### config.mk
export PLATFORM = sky130hd
export DESIGN_NAME = vvbs_front
export DESIGN_NICKNAME = d
export VERILOG_FILES = /design/src/rtl/vvbs_pkg.sv /design/src/rtl/vvbs_front.sv
export SDC_FILE = /design/constraint.sdc
export NUM_CORES = 1
export LEC_CHECK = 0
export CORE_MARGIN = 1
export CORE_UTILIZATION = 27
export DETAILED_ROUTE_END_ITERATION = 8
export DONT_BUFFER_PORTS = 1
export GPL_TIMING_DRIVEN = 0
export MAX_ROUTING_LAYER = met4
export SLEW_MARGIN = 20
export SYNTH_ARGS = -nofsm -noshare
export SYNTH_HDL_FRONTEND = slang
export SYNTH_SLANG_ARGS = --single-unit
### constraint.sdc
create_clock -name clock -period 10 [get_ports clock]
set_clock_uncertainty 0.2 [all_clocks]
set_input_delay 1 -clock clock [delete_from_list [all_inputs] [get_ports clock]]
set_output_delay 1 -clock clock [all_outputs]
set_load 0.05 [all_outputs]
### src/rtl/vvbs_pkg.sv
`default_nettype none
package vvbs_pkg;

   localparam int Lanes    = 3;
   localparam int DivSteps = 48;   // quotient bits of (net << 16) / mass
   localparam int ProdW    = 66;   // 33 x 33 signed product

   // register indexes of the config port
   localparam logic [1:0] CSR_GRAV_X = 2'd0;
   localparam logic [1:0] CSR_GRAV_Y = 2'd1;
   localparam logic [1:0] CSR_GRAV_Z = 2'd2;

   localparam logic signed [31:0] GravXRst = 32'sd0;
   localparam logic signed [31:0] GravYRst = -32'sd642253;   // about -9.8
   localparam logic signed [31:0] GravZRst = 32'sd0;

   localparam logic signed [31:0] SatMax = 32'sh7fff_ffff;
   localparam logic signed [31:0] SatMin = 32'sh8000_0000;

   typedef struct packed {
      logic [7:0]       idx;
      logic [2:0][31:0] frc;
      logic [30:0]      mass;
      logic             gon;
      logic [15:0]      dt;
   } item_type;

   // one table row holds the whole state of one body
   typedef struct packed {
      logic [2:0][31:0] acc;
      logic [2:0][31:0] vel;
      logic [2:0][31:0] pos;
   } row_type;

   typedef struct packed {
      logic pop;
      logic clearing;
   } bk_ctl_type;

   typedef struct packed {
      logic not_empty;
   } q_stat_type;

   function automatic logic signed [31:0] sat32(input logic signed [ProdW-1:0] x);
      logic signed [31:0] r;
      if (x > 66'sd2147483647) r = SatMax;
      else if (x < -66'sd2147483648) r = SatMin;
      else r = $signed(x[31:0]);
      return r;
   endfunction

   // round to nearest, ties toward plus infinity
   function automatic logic signed [ProdW-1:0] rshr(input logic signed [ProdW-1:0] x,
                                                     input int unsigned s);
      logic signed [ProdW-1:0] half;
      half = 66'sd1 <<< (s - 1);
      return (x + half) >>> s;
   endfunction

endpackage
`default_nettype wire

### src/rtl/vvbs_front.sv
`default_nettype none
// takes items, folds the body index onto the table, two-beat queue
module vvbs_front import vvbs_pkg::*; #(
   parameter int MAX_BODIES = 256,
   localparam int AW = (MAX_BODIES > 1) ? $clog2(MAX_BODIES) : 1
) (
   input  wire logic       clock,
   input  wire logic       reset,
   input  wire logic       start,
   output logic            busy,
   input  wire item_type   item_in,
   input  wire bk_ctl_type bk_ctl,
   output q_stat_type      q_stat,
   output item_type        head,
   output logic [AW-1:0]   head_row
);
   item_type      ent_ff [2];
   logic [AW-1:0] row_ff [2];
   logic          wp_ff, rp_ff;
   logic [1:0]    cnt_ff, cnt_in;
   logic          accept;
   logic [20:0]   red;

   // index modulo MAX_BODIES by shifted compare and subtract
   always_comb begin
      red = {13'b0, item_in.idx};
      for (int k = 7; k >= 0; k--) begin
         if (red >= (21'(MAX_BODIES) << k)) red = red - (21'(MAX_BODIES) << k);
      end
   end

   assign busy   = (cnt_ff == 2'd2) || bk_ctl.clearing;
   assign accept = start && !busy;

   always_comb begin
      cnt_in = cnt_ff;
      if (accept && !bk_ctl.pop) cnt_in = cnt_ff + 2'd1;
      else if (!accept && bk_ctl.pop) cnt_in = cnt_ff - 2'd1;
   end

   always_ff @(posedge clock) begin
      if (reset) begin
         wp_ff  <= 1'b0;
         rp_ff  <= 1'b0;
         cnt_ff <= '0;
      end else begin
         cnt_ff <= cnt_in;
         if (accept) wp_ff <= !wp_ff;
         if (bk_ctl.pop) rp_ff <= !rp_ff;
      end
      if (accept) begin
         ent_ff[wp_ff] <= item_in;
         row_ff[wp_ff] <= red[AW-1:0];
      end
   end

   assign q_stat.not_empty = cnt_ff != 2'd0;
   assign head             = ent_ff[rp_ff];
   assign head_row         = row_ff[rp_ff];
endmodule
`default_nettype wire

== Word level (Yosys, flattened, before mapping) ==
Memory sizes are Yosys's and may differ from the RTL's. A register that Yosys moved wholly into a read port is not among the register bits.
Index checks and enable logic that the tools add are counted.

* Register bits after elaboration: 4
* Word-level logic and storage cells: 27
* Memories: 2
* Bits in latches: 0
* Input port bits: 157
* Memory bits (read-only): 0
* Memory bits (writable): 320

* Bitwise gates (word level): 0
* Div/mod/pow operators: 0
* Shift operators: 0
* Equal/unequal tests: 1
* Multipliers: 0
* Add/sub/neg operators: 2
* Order comparisons: 0
* Mux-type cells: 8
* Reduce and logical (&&, ||, !) cells: 11

{| class="wikitable"
|+ Memory list
! memory !! words !! bits a word !! read ports !! clocked after Yosys merged registers in !! wr ports !! RTL line !! RTL
|-
| ent_ff || 2 || 152 || 1 || 1 || 1 || vvbs_front.sv:17 || <nowiki>item_type ent_ff [2];</nowiki>
|-
| row_ff || 2 || 8 || 1 || 1 || 1 || vvbs_front.sv:18 || <nowiki>logic [AW-1:0] row_ff [2];</nowiki>
|}

{| class="wikitable"
|+ Operators with widths
! cell !! count
|-
| $mux W1 || 6
|-
| $logic_not A1 Y1 || 5
|-
| $mux W2 || 2
|-
| $reduce_bool A2 Y1 || 2
|-
| $logic_and A1 B1 Y1 || 3
|-
| $add A2 B1 Y2 const B || 1
|-
| $eq A2 B2 Y1 const B || 1
|-
| $sub A2 B1 Y2 const B || 1
|-
| $logic_or A1 B1 Y1 || 1
|}

== Longest topological paths before layout ==
Gate-level depths: netlist of run 1.

* Depth in word-level cells: 8
* Mapped depth: 6
* Depth with buffers taken out: 6

== Worst setup path before layout of run 1 ==
Ideal clock, no wire load.

* Path kind: in2reg
* Start point: in start
* End point: mem ent_ff[0][0] in the netlist's numbering (enable)
* Data required time: 9.116 ns
* Data arrival time: 8.028 ns
* Buffers on the path: 0
* Setup slack: 1.088 ns
* Cell stages on the path: 3
* Cell sequence: nor2b_1 and2_1 nor2b_1

* Longest elaborated chain between the ends: 3

{| class="wikitable"
|+ RTL lines
! element !! RTL line !! RTL
|-
| start: declaration || vvbs_front.sv:9 || <nowiki>input wire logic start,</nowiki>
|-
| $logic_and A1 B1 Y1 || vvbs_front.sv:33 || <nowiki>assign accept = start && !busy;</nowiki>
|-
| $mux W1 || vvbs_front.sv:51 || <nowiki>if (accept) begin</nowiki>
|-
| $mux W1 (not written as such) || vvbs_front.sv:52 || <nowiki>ent_ff[wp_ff] <= item_in;</nowiki>
|-
| end: declaration || vvbs_front.sv:17 ||
|}

Every way passes these cells.

==> flow_summary.ini, run 1 <==
[grt]
antenna_found_initial = 0
grt_max_degree = 53
grt_pass1_wl_um = 31600
track_usage_pct = 10.2
grt_pass1_vias = 5016
grt_overflow = 0

[min_path]
hold-path-cell-count = 2
hold_path_class = reg2reg
min_delay_worst_endpoint = cnt_ff[1]
hp-start = cnt_ff[1]

[setup_path]
worstPathMaxFanout = 10
crit_required_ns = 8.80
cpMaxStageDelayCell = mux2_2
slowest_delay_ns = 0.52
path_cells = buf_6, buf_2, mux2_2, buf_4
critPathKind = reg2out
reg2reg_depth = 7
reg2reg_slack_ns = 7.48
worstReg2RegEnd = ent_ff[0][120]
startpoint_type = flop
end_kind = primary output
crit_arrival_ns = 2.04
reg2reg_from = cnt_ff[0]

[timing]
slew_headroom_pct = 64.8
max_freq_mhz = 309
grt_setup_unrepaired = no
hold_slack_ns = 0.309
setup_tns_ns = 0
period_share_pct = 32.4
worst_slack_ns = 6.76
drv_slew = 0
timing.final.hold_violations = 0
max_slew.worst_pin.slew_ns = 0.530
setup_violations = 0
fin_crit_ns = 3.24

[floorplanning]
num_io_pins = 319
fp-row-count = 75
start_util_pct = 27.5
coreArea_um2 = 42100
die_w_um = 209
dieArea_um2 = 43700
die_h_um = 209

[detailed_routing]
via_per_inst = 4.23
drtIter0Drc = 175
firstDrtPassIters = 4
drc = 0
ant_nets = 0
vias = 4732
wl_per_cell_um = 19.8
wl_um = 22100

[cts]
clkLatencyLatePin_ns = 0.52
cts_setup_buffers = 0
numCtsBuffers = 35
cts-resized-gates = 0
cts.path.max_buffers = 3
htreeDepth = 2
cts_tree = done
cts_root_buf = clkbuf_16
clock_sinks = 309
cts_hold_buf = 0
clkTransAtPathRegs_ns = 0.05

[finish]
num_antenna_cells = 0
drive_above_1_share_pct = 41.4
area_growth_pct = 17.2
nFillCells = 3971
final_common_cell = edfxtp_1
final_area_um2 = 13600
final_cell_mix = 304 x edfxtp_1, 80 x mux2_4, 72 x mux2_2, 37 x clkbuf_16, 10 x buf_6
fin_nets = 713

[status]
status = finished clean

[synth]
synthCells = 508
syn_area_um2 = 11600
ys_seq_area_share_pct = 79.7
yosysTopAreaCell = edfxtp_1
yosys_warnings = 0
avgSynthCellArea_um2 = 22.8
synth_cell_types = 22
synth.top_cell.area_share_pct = 78.8
synth_fp_nets = 666
synth-seq-cells = 309
synth_area_leaders = edfxtp_1 79%, mux2_4 10%, mux2_2 7.0%

[power]
p_per_area_nw_per_um2 = 233
max-vdd-ir-drop_mv = 0.151
power_mw = 3.17
cellLeakagePower_nw = 4.52

[placed_design]
pre_cts_slack_ns = 6.80
place_area_um2 = 12500
gp_congestion = 0.712
numPortBuffers = 0
place_hpwl_um = 15400

[job]
drv_cap = 0
-- cell usage after synthesis --
cell type / instances
buf_6: 10
o21ai_0: 1
xor2_1: 2
o21ai_1: 1
a21oi_1: 1
edfxtp_1: 304
inv_1: 1
buf_2: 7
mux2_4: 80
nor2_1: 4
dfxtp_1: 5
nand2b_1: 3
and3_1: 1
and2_1: 1
or2_2: 1
mux2_2: 72
xnor2_1: 1
nand3_1: 1
or3_1: 1
ha_1: 1
buf_4: 8
nor2b_1: 2
-- through the flow --
| step | util [%] | cells |
|---|---|---|
| floorplan | - | 508 |
| global placement | 29.1 | 1047 |
| detailed placement | 29.7 | 1057 |
| CTS | 32.2 | 1119 |
| global route | 32.2 | 1119 |
| finish | 32.2 | 1119 |
-- kinds of logic (layout without fill, tap and decap cells) --
family	after synthesis	in the layout	synth area share, %
flip-flops	309	309	79.7
multiplexers	152	152	17.4
buffers and inverters	26	98	1.83
AND/OR/NAND/NOR	14	14	0.659
AO/OA/AOI/OAI	3	3	0.130
XOR/XNOR	3	3	0.227
adder cells (fa/ha/maj)	1	1	0.108
-- power breakdown --
part	internal, mW	switching [mW]	leakage (nW)
clock network	0.702	0.495	0.531
logic	0.121	0.345	1.17
registers	1.49	0.0135	2.83
total	2.32	0.853	4.52
-- worst max-delay path, delay by kind of cell (launching register included) --
family                 cells  cell delay, ns
DFF                        1            0.32
muxes                      1            0.52
buffers and inverters      3            0.67
-- metal layers --
metal  global-route usage (%)  share of wire (%)  vias up  wire length, um
li1                         -                  -     2103                -
met1                     9.98                 35     2369             7710
met2                     16.4                 50      218            11100
met3                     5.74                 12       42             2720
met4                     4.74                2.7        0              599
met5                        -                  0        -                0
-- area by class of cell --
type                       count  area (um^2)  share of cell area [%]
clock inverter                19          130                   0.958
tap                          539          674                    4.97
clock buffer                  43          948                    6.98
sequential                   309         9230                    68.0
inverter                       1         3.75                  0.0276
multi-input combinational    173         2150                    15.9
timing repair buffer          10          230                    1.70
buffer                        25          208                    1.53
-- worst max path at each step --
stage,startpoint,end,slack [ns],cells after the start
after floorplan,start,ent_ff[0][0],1.09,3
after global placement,start,ent_ff[0][123],-3.26,3
after detailed placement,start,ent_ff[0][85],6.80,7
after CTS,flop,head_row[5],6.66,4
after global routing,flop,head_row[5],6.64,4
final,flop,head_row[5],6.76,4
-- sequential cells by signal, summed over array words and instances (netlist names), named ones only --
| register | cells |
|---|---|
| cnt_ff | 2 |
| ent_ff | 297 |
| row_ff | 7 |
| rp_ff | 1 |
| wp_ff | 1 |
Note: power is estimated with default switching activity, not from simulation.
==> inputs of run 2 (changes only) <==
==> constraint.sdc (replaced) <==
create_clock -name clock -period 2.9 [get_ports clock]
set_clock_uncertainty 0.2 [all_clocks]
set_input_delay 0.29 -clock clock [delete_from_list [all_inputs] [get_ports clock]]
set_output_delay 0.29 -clock clock [all_outputs]
set_load 0.05 [all_outputs]
==> run 2 against run 1 <==
Die area is the same. Utilization grew 3.9 points. Register-to-register slack lost 6.8 ns. Via count grew 13%. Total power grew to 3.5 times the previous value. Critical endpoint is now ent_ff[0][49].
==> flow_summary.ini, run 2 (synthesized netlist as in run 1, its figures left out) <==
[status]
status = finished clean

[finish]
final_common_cell = edfxtp_1
area_growth_pct = 31.3
drive_above_1_share_pct = 32.9
regMostFlops = ent_ff
fin_nets = 871
nFillCells = 3848
reg_top3 = ent_ff (297), row_ff (7), cnt_ff (2)
final_area_um2 = 15200
largest_reg_flops = 297
fin_util_pct = 36.1
stdcell_count = 1273
final_cell_mix = 304 x edfxtp_1, 157 x dlygate4sd3_1, 80 x mux2_4, 72 x mux2_2, 37 x clkbuf_16

[power]
p_per_area_nw_per_um2 = 737
power_mw = 11.2
cellLeakagePower_nw = 5.20
max-vdd-ir-drop_mv = 0.615

[setup_path]
crit_arrival_ns = 2.79
end_kind = flop
crit_required_ns = 2.92
startpoint_type = input pin
worstPathMaxFanout = 22
critPathKind = in2reg

[timing]
drv_slew = 0
grt_setup_unrepaired = no
fin_crit_ns = 2.77
slew_headroom_pct = 65.5
max_slew.worst_pin.slew_ns = 0.520
setup_violations = 0
worst_slack_ns = 0.131
period_share_pct = 95.5
max_freq_mhz = 361
timing.final.hold_violations = 0
hold_slack_ns = 0.216
setup_tns_ns = 0

[floorplanning]
fp-row-count = 75
dieArea_um2 = 43700
die_w_um = 209
start_util_pct = 27.5
num_io_pins = 319
coreArea_um2 = 42100
die_h_um = 209

[grt]
grt_pass1_vias = 5770
track_usage_pct = 10.8
antenna_found_initial = 1
grt_overflow = 0
grt_pass1_wl_um = 34100
grt_max_degree = 47

[cts]
cts_tree = done
cts.path.max_buffers = 3
htreeDepth = 2
clock_sinks = 309
cts_root_buf = clkbuf_16
numCtsBuffers = 35
clkTransAtPathRegs_ns = 0.05
clkLatencyLatePin_ns = 0.52

[detailed_routing]
via_per_inst = 4.20
drtIter0Drc = 176
wl_met3_um = 2020
wl_um = 23500
firstDrtPassIters = 4
wl_per_cell_um = 18.5
routed.top_layer = met4
wl_met1_um = 8890
wl_met2_um = 11900
vias = 5351
drc = 0
ant_nets = 0

[placed_design]
numPortBuffers = 0
dp.cells = 1058
place_area_um2 = 12600
gp_congestion = 0.666
place_hpwl_um = 15700
pre_cts_slack_ns = 0.635

[min_path]
hold_path_class = in2reg

[job]
drv_cap = 0
==> run 2: worst max-delay path, cell delays in order <==
cell	delay (ns)
dlygate4sd3_1	0.55
nor2b_2	0.14
dlygate4sd3_1	0.59
and2_4	0.15
nor2b_4	0.43
buf_16	0.22
buf_12	0.19
buf_16	0.19
==> run 2: path summary, 6_finish.rpt <==
check | slack, ns | cells past startpoint | to | startpoint
worst max-delay path | 0.13 | 8 | ent_ff[0][49] | bk_ctl[0]
worst min-delay path | 0.22 | 1 | ent_ff[0][25] | item_in[25]
worst max register to register | 0.67 | 6 | ent_ff[0][49] | cnt_ff[0]
worst min register to register | 0.31 | 2 | rp_ff | rp_ff
==> run 2: final cells by class <==
cell class	count	area, um^2	area share, %
Clock buffer	47	963	6.34
Multi-Input combinational cell	173	2170	14.3
Inverter	1	3.75	0.0247
Timing Repair Buffer	168	1840	12.1
Antenna cell	1	2.50	0.0165
Clock inverter	10	109	0.716
Buffer	25	208	1.37
Sequential cell	309	9230	60.7
Tap cell	539	674	4.44
==> run 2: repair_timing <==
action                    4_1_cts  5_1_grt
resized for setup               0        0
hold buffers                  157        0
hold endpoints to repair      309        0
setup buffers                   0        0
==> run 2: per-layer routing <==
layer | GRT usage (%) | up-vias
li1 | - | 2413
met1 | 11.2 | 2661
met2 | 18.0 | 218
met3 | 4.19 | 59
met4 | 4.59 | 0
met5 | - | -
==> run 2: power by group <==
part	internal [mW]	switching, mW	total (mW)	leakage, nW
clock	2.50	1.67	4.17	0.522
sequential	5.14	0.0493	5.19	2.83
combinational	0.578	1.26	1.84	1.85
total	8.22	2.98	11.2	5.20
==> inputs of run 3 (changes only) <==
--- a/config.mk
+++ b/config.mk
@@ -11,6 +11,7 @@
 export DONT_BUFFER_PORTS = 1
 export GPL_TIMING_DRIVEN = 0
 export MAX_ROUTING_LAYER = met4
+export RECOVER_POWER = 100
 export SLEW_MARGIN = 20
 export SYNTH_ARGS = -nofsm -noshare
 export SYNTH_HDL_FRONTEND = slang
==> run 3 against run 2 <==
Cell area decreased by 1.4%. Highest routed layer unchanged. Total power decreased by 0.85%. Largest cell class unchanged. First-iteration DRC count is 6.3% higher. Register-to-register slack got worse by 0.48 ns. Maximum frequency decreased by 0.53%. Sequential power about the same. Flip-flop and latch count stayed put. Critical path depth stayed put. Hold slack better by 0.00088 ns. Via count up 0.80%. Clock-buffer cell count unchanged. Sequential share of layout area is 0.85 points higher.
==> flow_summary.ini, run 3 (synthesized netlist as in run 1, its figures left out) <==
[grt]
grt_pass1_wl_um = 34100
grt_max_degree = 47
globalRouteMet3Util_pct = 4.19
grt_pass1_vias = 5770
met2_usage_pct = 18.0
grt.busiest_layer = met2
antenna_found_initial = 1
grt_use_met1_pct = 11.2
track_usage_pct = 10.8
grt_overflow = 0

[floorplanning]
fp-row-count = 75
die_h_um = 209
coreArea_um2 = 42100
dieArea_um2 = 43700
start_util_pct = 27.5
num_io_pins = 319
die_w_um = 209

[setup_path]
crit_arrival_ns = 2.78
startpoint_type = input pin
worstPathMaxFanout = 17
path_cells = dlygate4sd3_1, nor2b_2, dlygate4sd3_1, and2_4, nor2b_4, buf_16, buf_16, buf_4
critPathKind = in2reg
end_kind = flop
path_buf_inv = 5
cpMaxStageDelayCell = dlygate4sd3_1
crit_required_ns = 2.90
slowest_delay_ns = 0.59
cp_top_family = buffers and inverters

[timing]
timing.final.hold_violations = 0
slew_headroom_pct = 43.6
setup_violations = 0
max_slew.worst_pin.slew_ns = 0.846
fin_crit_ns = 2.78
drv_slew = 0
period_share_pct = 96.0
max_freq_mhz = 359
grt_setup_unrepaired = no
setup_tns_ns = 0
hold_slack_ns = 0.217

[finish]
drive_above_1_share_pct = 23.1
fin_nets = 871
final_cell_mix = 304 x edfxtp_1, 157 x dlygate4sd3_1, 73 x mux2_4, 65 x mux2_1, 37 x clkbuf_16
largest_reg_flops = 297
reg_top3 = ent_ff (297), row_ff (7), cnt_ff (2)
area_growth_pct = 29.4
nFillCells = 3884
regMostFlops = ent_ff
final_common_cell = edfxtp_1

[cts]
cts_tree = done
cts_root_buf = clkbuf_16
cts.path.max_buffers = 3
clkLatencyLatePin_ns = 0.52
numCtsBuffers = 35
clock_sinks = 309
htreeDepth = 2
cts_hold_buf = 157
cts-resized-gates = 0
clkTransAtPathRegs_ns = 0.05
cts_setup_buffers = 0

[detailed_routing]
ant_nets = 0
wl_per_cell_um = 18.5
drc = 0
via_per_inst = 4.24
firstDrtPassIters = 4
wl_um = 23600
vias = 5394
drtIter0Drc = 187

[placed_design]
place_hpwl_um = 15700
gp_congestion = 0.666
numPortBuffers = 0

[status]
status = finished clean

[power]
p_per_area_nw_per_um2 = 741
max-vdd-ir-drop_mv = 0.612
cellLeakagePower_nw = 5.12
power_mw = 11.1

[job]
drv_cap = 0

[min_path]
hold_path_class = in2reg
## run 3: power breakdown
part           leakage [nW]  internal, mW  switching (mW)
Combinational          1.77         0.493            1.26
Clock                 0.522          2.50            1.66
Sequential             2.83          5.14          0.0463
Total                  5.12          8.14            2.97
## run 3: cell type report
| class | instances | area [um^2] | area share [%] |
|---|---|---|---|
| Timing Repair Buffer | 168 | 1750 | 11.7 |
| Clock buffer | 47 | 963 | 6.43 |
| Antenna cell | 1 | 2.50 | 0.0167 |
| Clock inverter | 10 | 109 | 0.726 |
| Sequential cell | 309 | 9230 | 61.6 |
| Inverter | 1 | 3.75 | 0.0250 |
| Buffer | 25 | 129 | 0.860 |
| Multi-Input combinational cell | 173 | 2130 | 14.2 |
| Tap cell | 539 | 674 | 4.50 |
## run 3: metal layers
metal  vias up  wire length (um)
met5         -                 0
met4         0               727
met3        59              2030
met2       223             11800
met1      2701              9010
li1       2411                 -
## run 3: path summary, 6_finish.rpt
path	start	end	slack (ns)	cells after the start
max	bk_ctl[0]	ent_ff[0][39]	0.12	8
min	item_in[25]	ent_ff[0][25]	0.22	1
max reg2reg	cnt_ff[0]	ent_ff[1][49]	0.19	4
min reg2reg	rp_ff	flop	0.31	2
## run 3: through the flow
stage | worst slack [ns] | area (um^2) | instances | utilization, %
finish | 0.116 | 15000 | 1273 | 35.6
global route | 0.0162 | 15000 | 1273 | 35.6
CTS | 0.114 | 15200 | 1272 | 36.1
detailed placement | 0.635 | 12600 | 1058 | 29.8
global placement | -2.10 | 12300 | 1047 | 29.1
floorplan | -0.625 | 11600 | 508 | -
## run 3: worst register-to-register path: cells and delay by family (launching register included)
| family | cells | cell delay, ns |
|---|---|---|
| buffers and inverters | 2 | 0.74 |
| and+or+nand+nor | 2 | 0.95 |
| DFF | 1 | 0.39 |
